### src/hw/rtl/srt_pkg.sv
`timescale 1ns / 1ps
package srt_pkg;
  localparam int unsigned SlotsDef = 16;
  localparam int unsigned IntervalBitsDef = 24;
  localparam int unsigned CfgW = 16;
  localparam logic [0:0] CfgIdxInterval = 1'b0;
  localparam logic [0:0] CfgIdxRetries = 1'b1;
  localparam logic [15:0] InitIntervalRst = 16'd500;
  localparam logic [3:0] MaxRetriesRst = 4'd6;

  localparam logic [1:0] ReqStart = 2'd0;
  localparam logic [1:0] ReqResponse = 2'd1;
  localparam logic [1:0] ReqTick = 2'd2;
  localparam logic [1:0] ReqCancel = 2'd3;

  localparam logic [2:0] EvStarted = 3'd0;
  localparam logic [2:0] EvFull = 3'd1;
  localparam logic [2:0] EvRetransmit = 3'd2;
  localparam logic [2:0] EvTimeout = 3'd3;
  localparam logic [2:0] EvMatched = 3'd4;
  localparam logic [2:0] EvUnmatched = 3'd5;
  localparam logic [2:0] EvCancelled = 3'd6;
endpackage

### src/hw/rtl/srt_ram.sv
`timescale 1ns / 1ps
module srt_ram #(
  parameter int unsigned Width = 8,
  parameter int unsigned Depth = 16
) (
  input  logic                     clk_i,
  input  logic                     we_i,
  input  logic [$clog2(Depth)-1:0] waddr_i,
  input  logic [Width-1:0]         wdata_i,
  input  logic [$clog2(Depth)-1:0] raddr_i,
  output logic [Width-1:0]         rdata_o
);
  logic [Width-1:0] mem_q [Depth];
  always_ff @(posedge clk_i) begin
    if (we_i) begin
      mem_q[waddr_i] <= wdata_i;
    end
    rdata_o <= mem_q[raddr_i];
  end
endmodule

### src/hw/rtl/stun_retransmit_table_top.sv
`timescale 1ns / 1ps
// Retransmission table for pending request transactions. A word is taken at a clock edge with
// start high and busy low: start (req 0), response (1), one-millisecond tick (2) or cancel-all
// (3). Results come out one per cycle on the res_* ports, marked by res_valid_o, with last_o on
// the final result of a word; the receiver cannot stall them, so they must be taken as shown.
// A start claims the lowest free slot straight from the valid flops: busy for one cycle. Response,
// tick and cancel-all sweep the slot memory once, one read a cycle through the single read port,
// then flush the last result in StDone before busy falls. Each result is held pending until a
// newer one replaces it or the word ends, so last can be set when known.
// Slot valid bits are flip-flops cleared at reset; slot payload lives in one RAM and is
// written only when a slot is claimed or updated.
module stun_retransmit_table_top #(
  parameter int unsigned SLOTS = srt_pkg::SlotsDef,
  parameter int unsigned INTERVAL_BITS = srt_pkg::IntervalBitsDef
) (
  input  logic                    clk_i,
  input  logic                    rst_ni,
  input  logic                    start,
  output logic                    busy,
  input  logic [1:0]              req_type_i,
  input  logic [31:0]             txn_id_hi_i,
  input  logic [63:0]             txn_id_lo_i,
  input  logic                    cfg_we_i,
  input  logic [0:0]              cfg_idx_i,
  input  logic [srt_pkg::CfgW-1:0] cfg_wdata_i,
  output logic                    res_valid_o,
  output logic [2:0]              event_res_o,
  output logic [3:0]              slot_o,
  output logic [31:0]             out_id_hi_o,
  output logic [63:0]             out_id_lo_o,
  output logic                    last_o
);
  localparam int unsigned SW = (SLOTS > 1) ? $clog2(SLOTS) : 1;
  localparam int unsigned IB = INTERVAL_BITS;
  // entry: id_hi, id_lo, countdown, interval, retries
  localparam int unsigned EW = 32 + 64 + IB + IB + 4;
  localparam logic [IB-1:0] IvMax = {IB{1'b1}};

  localparam logic [1:0] StIdle = 2'd0;
  localparam logic [1:0] StScan = 2'd1;
  localparam logic [1:0] StDone = 2'd2;

  logic [1:0]  state_q, state_d;
  logic [SW:0] cnt_q, cnt_d;          // read address in flight
  logic        rv_q;                  // a read datum arrives this cycle
  logic [SW-1:0] raddr_q;             // slot of the arriving datum
  logic [1:0]  kind_q;
  logic [31:0] hi_q;
  logic [63:0] lo_q;
  logic [SLOTS-1:0] valid_q, valid_d;
  logic        found_q, found_d;
  logic [15:0] init_iv_q;
  logic [3:0]  max_ret_q;

  // pending result, held until a newer one replaces it or the word ends, so last can be set when known
  logic        pend_q, pend_d;
  logic [2:0]  pev_q, pev_d;
  logic [SW-1:0] pslot_q, pslot_d;
  logic [31:0] phi_q, phi_d;
  logic [63:0] plo_q, plo_d;

  logic        we;
  logic [SW-1:0] waddr;
  logic [EW-1:0] wdata, rdata;
  logic [SW-1:0] raddr;

  srt_ram #(.Width(EW), .Depth(SLOTS)) u_ram (
    .clk_i, .we_i(we), .waddr_i(waddr), .wdata_i(wdata), .raddr_i(raddr), .rdata_o(rdata)
  );

  logic [31:0]   r_hi;
  logic [63:0]   r_lo;
  logic [IB-1:0] r_cd, r_iv, n_iv;
  logic [3:0]    r_rt;
  assign {r_hi, r_lo, r_cd, r_iv, r_rt} = rdata;
  assign n_iv = (r_iv > (IvMax >> 1)) ? IvMax : {r_iv[IB-2:0], 1'b0};
  assign raddr = cnt_q[SW-1:0];
  assign busy = (state_q != StIdle);

  logic emit; logic [2:0] ev; logic [SW-1:0] es; logic [31:0] ehi; logic [63:0] elo;
  logic free_slot_ok; logic [SW-1:0] free_slot;

  always_comb begin
    free_slot_ok = 1'b0;
    free_slot = '0;
    for (int i = SLOTS - 1; i >= 0; i--) begin
      if (!valid_q[i]) begin
        free_slot_ok = 1'b1;
        free_slot = SW'(i);
      end
    end
  end

  always_comb begin
    state_d = state_q; cnt_d = cnt_q; valid_d = valid_q; found_d = found_q;
    we = 1'b0; waddr = raddr_q; wdata = rdata;
    emit = 1'b0; ev = srt_pkg::EvStarted; es = raddr_q; ehi = r_hi; elo = r_lo;
    case (state_q)
      StIdle: begin
        cnt_d = '0; found_d = 1'b0;
        if (start) begin
          if (req_type_i == srt_pkg::ReqStart) begin
            // start claims at once; no sweep needed
            emit = 1'b1; ehi = txn_id_hi_i; elo = txn_id_lo_i;
            state_d = StDone;
            if (free_slot_ok) begin
              ev = srt_pkg::EvStarted; es = free_slot;
              valid_d[free_slot] = 1'b1;
              we = 1'b1; waddr = free_slot;
              wdata = {txn_id_hi_i, txn_id_lo_i, IB'(init_iv_q), IB'(init_iv_q), 4'd0};
            end else begin
              ev = srt_pkg::EvFull; es = '0;
            end
          end else begin
            state_d = StScan;
          end
        end
      end
      StScan: begin
        if (cnt_q < (SW+1)'(SLOTS)) cnt_d = cnt_q + 1'b1;
        else state_d = StDone;
        if (rv_q && valid_q[raddr_q]) begin
          case (kind_q)
            srt_pkg::ReqResponse: begin
              if (!found_q && r_hi == hi_q && r_lo == lo_q) begin
                found_d = 1'b1; valid_d[raddr_q] = 1'b0;
                emit = 1'b1; ev = srt_pkg::EvMatched; ehi = hi_q; elo = lo_q;
              end
            end
            srt_pkg::ReqTick: begin
              we = 1'b1;
              if (r_cd > IB'(1)) begin
                wdata = {r_hi, r_lo, r_cd - 1'b1, r_iv, r_rt};
              end else if (r_rt >= max_ret_q) begin
                valid_d[raddr_q] = 1'b0;
                emit = 1'b1; ev = srt_pkg::EvTimeout;
              end else begin
                wdata = {r_hi, r_lo, n_iv, n_iv, r_rt + 4'd1};
                emit = 1'b1; ev = srt_pkg::EvRetransmit;
              end
            end
            default: begin
              valid_d[raddr_q] = 1'b0;
              emit = 1'b1; ev = srt_pkg::EvCancelled;
            end
          endcase
        end
        if (state_d == StDone && kind_q == srt_pkg::ReqResponse && !found_d) begin
          emit = 1'b1; ev = srt_pkg::EvUnmatched; es = '0; ehi = hi_q; elo = lo_q;
        end
      end
      default: state_d = StIdle;  // StDone: flush pending result as last
    endcase
  end

  assign pend_d = emit ? 1'b1 : ((state_q == StDone) ? 1'b0 : pend_q);
  assign pev_d = emit ? ev : pev_q;
  assign pslot_d = emit ? es : pslot_q;
  assign phi_d = emit ? ehi : phi_q;
  assign plo_d = emit ? elo : plo_q;

  // a pending result is shown when a newer one replaces it or the word ends
  assign res_valid_o = pend_q && (emit || state_q == StDone);
  assign last_o = (state_q == StDone);
  assign event_res_o = pev_q;
  assign slot_o = 4'(pslot_q);
  assign out_id_hi_o = phi_q;
  assign out_id_lo_o = plo_q;

  always_ff @(posedge clk_i or negedge rst_ni) begin
    if (!rst_ni) begin
      state_q <= StIdle; cnt_q <= '0; rv_q <= 1'b0; valid_q <= '0; found_q <= 1'b0;
      pend_q <= 1'b0; init_iv_q <= srt_pkg::InitIntervalRst; max_ret_q <= srt_pkg::MaxRetriesRst;
    end else begin
      state_q <= state_d; cnt_q <= cnt_d; valid_q <= valid_d; found_q <= found_d;
      pend_q <= pend_d;
      rv_q <= (state_q == StScan) && (cnt_q < (SW+1)'(SLOTS));
      if (cfg_we_i && cfg_idx_i == srt_pkg::CfgIdxInterval) init_iv_q <= cfg_wdata_i;
      if (cfg_we_i && cfg_idx_i == srt_pkg::CfgIdxRetries) max_ret_q <= cfg_wdata_i[3:0];
    end
  end

  always_ff @(posedge clk_i) begin
    raddr_q <= raddr;
    pev_q <= pev_d; pslot_q <= pslot_d; phi_q <= phi_d; plo_q <= plo_d;
    if (start && !busy) begin
      kind_q <= req_type_i; hi_q <= txn_id_hi_i; lo_q <= txn_id_lo_i;
    end
  end

  a_last_valid: assert property (@(posedge clk_i) disable iff (!rst_ni)
    last_o && pend_q |-> res_valid_o) else $error("last result dropped");
  a_done_idle: assert property (@(posedge clk_i) disable iff (!rst_ni)
    state_q == StDone |=> state_q == StIdle) else $error("done not followed by idle");
  a_no_res_idle: assert property (@(posedge clk_i) disable iff (!rst_ni)
    state_q == StIdle |-> !res_valid_o) else $error("result while idle");
endmodule
### config.mk
export PLATFORM = sky130hd
export DESIGN_NAME = stun_retransmit_table_top
export DESIGN_NICKNAME = d
export VERILOG_FILES = /design/src/hw/rtl/srt_pkg.sv /design/src/hw/rtl/srt_ram.sv /design/src/hw/rtl/stun_retransmit_table_top.sv
export SDC_FILE = /design/constraint.sdc
export NUM_CORES = 2
export LEC_CHECK = 0
export ABC_AREA = 1
export BUFFER_PORTS_ARGS = -buffer_cell sky130_fd_sc_hd__clkbuf_2
export CAP_MARGIN = 20
export CORE_MARGIN = 3
export CORE_UTILIZATION = 40
export CTS_BUF_LIST = sky130_fd_sc_hd__clkbuf_4 sky130_fd_sc_hd__clkbuf_8
export CTS_CLUSTER_DIAMETER = 40
export DETAILED_ROUTE_END_ITERATION = 8
export PLACE_DENSITY = 0.54
export SLEW_MARGIN = 5
export SYNTH_ARGS = -nofsm -noshare
export SYNTH_HDL_FRONTEND = slang
export SYNTH_SLANG_ARGS = --single-unit
### constraint.sdc
create_clock -name clk_i -period 16.1 [get_ports clk_i]
set_clock_uncertainty 0.1 [all_clocks]
set_input_delay 0 -clock clk_i [delete_from_list [all_inputs] [get_ports clk_i]]
set_output_delay 0 -clock clk_i [all_outputs]
set_load 0.01 [all_outputs]
# ---- Word level (Yosys, flattened, before mapping)
# Memories as Yosys holds them, arrays and structs flattened. A register that Yosys moved wholly into a read port is not among the register bits.
# Cells that the tools add are included.
dict set report totals {
  in_bits 119
  ram_bits 2368
  memories 1
  regBits 251
}
# name depth word_bits rd rd_ports_with_merged_regs write_ports line_no
set mem_list {}
lappend mem_list {u_ram.mem_q 16 148 1 1 1 srt_ram.sv:13} ;# logic [Width-1:0] mem_q [Depth];
dict set report classes {
  addsub 3
  n_bitwise 4
  reduce_logical 23
  eq_ne 15
  mux 119
  order_cmp 8
}
# operator count
set ops {}
lappend ops {{148-bit two-way mux} 3}
lappend ops {{64-bit two-way mux} 6}
lappend ops {{148-bit case mux with 2 select lines} 1}
lappend ops {{52-bit two-way mux} 4}
lappend ops {{32-bit two-way mux} 6}
lappend ops {{64-bit case mux with 2 select lines} 1}
lappend ops {{16-bit two-way mux} 7}
lappend ops {{4-bit two-way mux} 24}
lappend ops {{64-bit equality test} 1}
lappend ops {{16-bit case mux with 2 select lines} 2}
lappend ops {{32-bit case mux with 2 select lines} 1}
lappend ops {{1-bit two-way mux} 42}
lappend ops {{32-bit equality test} 1}
lappend ops {{24-bit by 1-bit > comparator with 1-bit output, second input constant} 1}
lappend ops {{24-bit by 23-bit > comparator with 1-bit output, second input constant} 1}
lappend ops {{24-bit two-way mux} 1}
lappend ops {{24-bit by 1-bit subtractor with 24-bit output, second input constant} 1}
lappend ops {{16-bit AND} 1}
lappend ops {{16-bit NOT} 1}
lappend ops {{16-bit OR} 1}
lappend ops {{1-bit logical AND} 12}
lappend ops {{3-bit case mux with 2 select lines} 2}
lappend ops {{4-bit by 5-bit less-than comparator with 1-bit output, second input constant} 2}
lappend ops {{2-bit two-way mux} 5}
lappend ops {{other kinds (25)} 45}

# ---- Depth between registers and ports, before layout
dict set report logic_depth {
  ltp_word 25
  depth_mapped 19
  ltp_nobuf 19
}

# ---- By module
# A second synthesis with hierarchy kept.
dict set report hier_totals {
  hier_cells 11263
  area_unflattened_um2 117636.6
}
# mod cells_per_inst area_per_inst_um2 n_inst
set modules_own_cells {}
lappend modules_own_cells {srt_ram 9011 101117.0 1}
lappend modules_own_cells {stun_retransmit_table_top 2252 16519.6 1}

# ---- Worst setup path before layout
# Ideal clock, no wire load.
dict set report synth_timing {
  kind {reg2reg}
  startpoint {reg state_q[0]}
  endpoint {mem u_ram.mem_q[10][0] (netlist bit) (enable)}
  t_required_ns 15.342
  path_stages_with_launch 11
  t_arrival_ns 8.001
  slack_ns 7.341
  setup_time_ns 0.658
  n_path_buf 1
  cell_sequence {dfrtp_1 nor2_1 inv_2 nor2_1 inv_1 nor2_2 buf_2 nand2_1 o21ai_1 nand3_1 nor2_1}
}
dict set report synth_between {
  elab_chain_len 4
  word_cells_on_any_way 6
}
# element line_no
set synth_lines {}
lappend synth_lines {{from (decl)} stun_retransmit_table_top.sv:43} ;# logic [1:0] state_q, state_d;
lappend synth_lines {{from (signal assigned)} stun_retransmit_table_top.sv:175} ;# state_q <= state_d; cnt_q <= cnt_d; valid_q <= valid_d; found_q <= found_d;
lappend synth_lines {{2-bit by 1-bit equality test with 1-bit output / 2-bit zero test (equally long branches)} stun_retransmit_table_top.sv:98} ;# case (state_q)
lappend synth_lines {{1-bit case mux with 2 select lines} stun_retransmit_table_top.sv:98}
lappend synth_lines {{1-bit two-way mux} srt_ram.sv:15} ;# if (we_i) begin
lappend synth_lines {{1-bit two-way mux (not written as such)} srt_ram.sv:16} ;# mem_q[waddr_i] <= wdata_i;
lappend synth_lines {{to (decl)} srt_ram.sv:13}
# Several ways; a longest one is shown, not always the timed one.

# ---- Worst setup path after layout
dict set report layout_timing {
  startpoint {in req_type_i[1]}
  endpoint {mem u_ram.mem_q[15][94] (netlist bit) (enable)}
}
dict set report layout_between {
  elab_chain_len 6
  word_cells_on_any_way 9
}
# element line_no
set layout_lines {}
lappend layout_lines {{from (decl)} stun_retransmit_table_top.sv:20} ;# input logic [1:0] req_type_i,
lappend layout_lines {{2-bit zero test *} stun_retransmit_table_top.sv:102} ;# if (req_type_i == srt_pkg::ReqStart) begin
lappend layout_lines {{1-bit two-way mux} stun_retransmit_table_top.sv:102}
lappend layout_lines {{1-bit two-way mux} stun_retransmit_table_top.sv:101} ;# if (start) begin
lappend layout_lines {{1-bit case mux with 2 select lines} stun_retransmit_table_top.sv:98}
lappend layout_lines {{1-bit two-way mux} srt_ram.sv:15}
lappend layout_lines {{1-bit two-way mux (not written as such)} srt_ram.sv:16}
# Mark *: on every way between the ends. The rest lies on a longest branch, timed or not.

==> metrics.md <==
| Metric | Value |
|---|---|
| Status | finished clean |
| Synth warn | 0 |
| DRC Markers | 0 |
| Mean area per synthesized cell | 13.0 um2 |
| CTS sink cnt | 2767 |
| Met3 WL | 23800 um |
| Vias | 74229 |
| Vias in the first global route | 72111 |
| Critical Path Sink | u_ram.mem_q[15][94] |
| Tot Pwr | 0.0238 W |
| Cell Chain, Critical Path | dlygate4sd3_1 -> clkbuf_2 -> dlygate4sd3_1 -> nor2_1 -> inv_1 -> nor2_4 -> clkinv_2 -> buf_4 -> nor2_4 -> inv_1 -> nor2_4 -> buf_4 -> buf_4 -> nand3_1 -> o21ai_0 -> nand3_1 -> nor2_4 -> buf_4 -> buf_4 |
| Max cap viols | 0 |
| Yosys top cell area share | 0.698 |
| Rows | 192 |
| Clock root buffer | clkbuf_8 |
| Die area | 0.283 mm2 |
| DR WL met2 | 156000 um |
| Final setup vio count | 0 |
| Die Y | 532 um |
| Fin. max-slew vios | 0 |
| Cell area after synthesis | 0.111 mm2 |
| Ports | 225 |
| Number of synthesized flops with an enable pin | 2569 |
| Remaining antenna violation count | 0 |
| Period utilization | 0.421 |
| Share of cells above drive strength 1 | 0.141 |
| # resized after CTS | 0 |
| Top_reg_cell synth | edfxtp_1 |
| Synth area leader | edfxtp_1 |
| Post-Syn Instances | 8488 |
| P&R area growth vs syn | 16.6% |
| First-pass GRT wire length | 489000 um |
| Port buffer count | 224 |
| Clock Tree Buf Depth | 4 |
| Fillers | 24506 |
| PwrDens | 184 mW/mm2 |
| Net count after synthesis | 8617 |
| Crit path kind | input port to flip-flop |
| Leakage | 43.6 nW |
| WL final | 335000 um |
| M1 WL | 144000 um |
| Antenna violations before repair | 20 |
| Clock slew at reported path FFs | 0.06 ns |
| Max frequency | 0.147 GHz |
| CP startpoint kind | input port |
| DP HPWL | 180000 um |
| Drt via density | 5.63 |
| Crit-path max cell delay | 0.88 ns |
| R2r setup slk | 9.63 ns |
| Core box area | 0.274 mm2 |
| Worst IR Drop VDD | 150 uV |
| DR pass1 iterations | 6 |
| CP max stage cell | nor2_4 |
| Tot GR Track Use | 0.229 |
| Worst-path fanout max | 66 |
| Synth unique cells | 45 |
| Crit-path most repeated cell | buf_4 |
| CP startpoint | req_type_i[1] |
| Initial Utilization | 0.403 |
| Total negative slack | 0 ns |
| Htree depth | 5 |
| Grt total ovfl | 0 |
| Hold crit path type | input port to flip-flop |
| Asr flop ratio synth | 0.0166 |
| Worst Reg-to-Reg Cells | 14 |
| Post-synthesis sequential area ratio | 0.736 |
| Arr. time, crit path | 7.29 ns |
| Max-Slew Margin vs Limit | 0.212 |
| Largest net degree at the start of global routing | 253 |
| Worst-skew pair later-pin latency | 1.03 ns |
| Reg2reg end | u_ram.mem_q[15][94] |
| RD Place Congestion | 0.879 |
| CP Capture Type | flip-flop |
| DR WL/cell | 25.4 um |
| Worst Tran Pin Value | 1.17 ns |
| #FFs+latches synth | 2767 |
| Final hold violations | 0 |
| CTS tree | built |
| Inserted Clock Buffers | 469 |
| RSZ-0062 raised after global routing | no |
| Initial DRC count | 7995 |
| Horizontal die dimension | 532 um |
| Nets | 9237 |
| RR Startpoint | state_q[0] |
| Period minus WS final | 6.79 ns |
| CP required | 16.60 ns |
| Synth top area cells | edfxtp_1 70%, nor2_1 4.9%, o21ai_0 3.9% |
| Uppermost layer routed | met5 |
metrics by stage:
step                      worst slack, ns   util  hold WS [ns]  instances  instance area (um2)
final                                9.31  0.470        0.0312      13194               129000
after global routing                 9.07  0.470        0.0258      13193               129000
after CTS                            9.38  0.469       0.00232      13167               129000
after detailed placement             9.38  0.423         0.100      12049               116000
after global placement               9.35  0.423         0.101      12038               116000
after floorplan                      7.34      -        -0.396       8488               111000
cells in the final DEF (no fill, tap or decap), drive strengths merged, types with 5 or more instances in the layout:
master / Yosys / final
dfxtp: 152 / 152
o211ai: 159 / 159
ha: 10 / 10
xnor2: 15 / 15
o21ai: 876 / 876
inv: 276 / 287
o2111ai: 7 / 7
dfrtp: 38 / 38
clkinvlp: 0 / 14
mux2i: 245 / 245
nor2: 1450 / 1450
a21oi: 85 / 85
nand4: 47 / 47
o22ai: 12 / 12
buf: 87 / 228
edfxtp: 2569 / 2569
bufinv: 0 / 23
xor2: 27 / 27
o221ai: 249 / 249
mux2: 8 / 8
o32ai: 348 / 348
a31oi: 5 / 5
nand3: 366 / 366
dfstp: 8 / 8
nand2: 878 / 878
a22oi: 47 / 47
dlygate4sd3: 0 / 257
nor3: 30 / 30
clkinv: 3 / 142
clkbuf: 474 / 907
power breakdown:
| part | switching (W) | internal [W] |
|---|---|---|
| clock network | 0.00287 | 0.00373 |
| registers | 0.000448 | 0.00966 |
| logic | 0.00514 | 0.00192 |
| total | 0.00845 | 0.0153 |
cells in the mapped netlist, types with 3 or more instances:
cell type  number
buf_4           4
dfxtp_1       152
nor3_1         30
nand4_1        47
o21bai_1        4
nor4_1          4
nand2_1       877
o32ai_1       348
dfrtp_1        38
clkbuf_1      474
o2111ai_1       7
a21oi_1        84
o211ai_1      159
inv_1         263
nand3_1       364
o221ai_1      249
o22ai_1        12
a22oi_1        47
o21ai_0       858
xor2_1         27
or2_2           3
inv_2          13
xnor2_1        15
nor2_4          4
buf_2          46
ha_1           10
a31oi_1         5
mux2i_1       245
mux2_2          8
edfxtp_1     2569
buf_1          35
o21ai_1        16
nor2_1       1445
dfstp_2         8
clkinv_1        3
per-layer routing:
layer / GRT usage / vias up
met2: 0.364 / 3152
met1: 0.322 / 37457
met4: 0.0753 / 2
met3: 0.0349 / 621
met5: 0 / -
li1: - / 32997
final cells by class:
| class | count | area [um2] | area share |
|---|---|---|---|
| antenna | 2 | 5.00 | 0.0000388 |
| clock buffer | 682 | 8410 | 0.0652 |
| clock inverter | 187 | 1550 | 0.0120 |
| inverter | 279 | 1080 | 0.00835 |
| multi-input combinational | 4881 | 26200 | 0.203 |
| sequential | 2767 | 81400 | 0.631 |
| tap | 3686 | 4610 | 0.0358 |
| timing repair buffer | 710 | 5670 | 0.0440 |
sequential cells by signal, indices dropped and copies added (netlist names), 5 cells and up:
| signal | count |
|---|---|
| out_id_hi_o | 32 |
| lo_q | 64 |
| cnt_q | 5 |
| u_ram.rdata_o | 148 |
| init_iv_q | 16 |
| u_ram.mem_q | 2368 |
| hi_q | 32 |
| valid_q | 16 |
| out_id_lo_o | 64 |
worst min path at each step:
stage	start	to	depth (start not counted)	slack, ns
floorplan	rst_ni	cnt_q[0]	0	-0.40
global placement	req_type_i[0]	kind_q[0]	1	0.10
detailed placement	req_type_i[0]	kind_q[0]	1	0.10
CTS	txn_id_hi_i[28]	u_ram.mem_q[6][144]	4	0.002
global route	txn_id_lo_i[45]	u_ram.mem_q[1][97]	5	0.03
finish	txn_id_lo_i[45]	u_ram.mem_q[1][97]	5	0.03
cell families after synthesis:
family | synth area share
muxes | 0.0230
buffers and inverters | 0.0293
adders and majority gates | 0.00113
AOI/OAI and AO/OA | 0.107
xor gates and xnor gates | 0.00333
and+or+nand+nor | 0.101
DFF | 0.736
critical path, delay by kind of cell:
| family | cells | cell delay (ns) |
|---|---|---|
| simple gates | 7 | 2.18 |
| compound gates | 1 | 0.22 |
| buf+inv | 11 | 4.58 |
repair_timing:
action / CTS / global route
hold buffers: 249 / 8
hold endpoints to repair: 1813 / 16
buffers inserted: 0 / 0
Note: power is estimated with default switching activity, not from simulation.
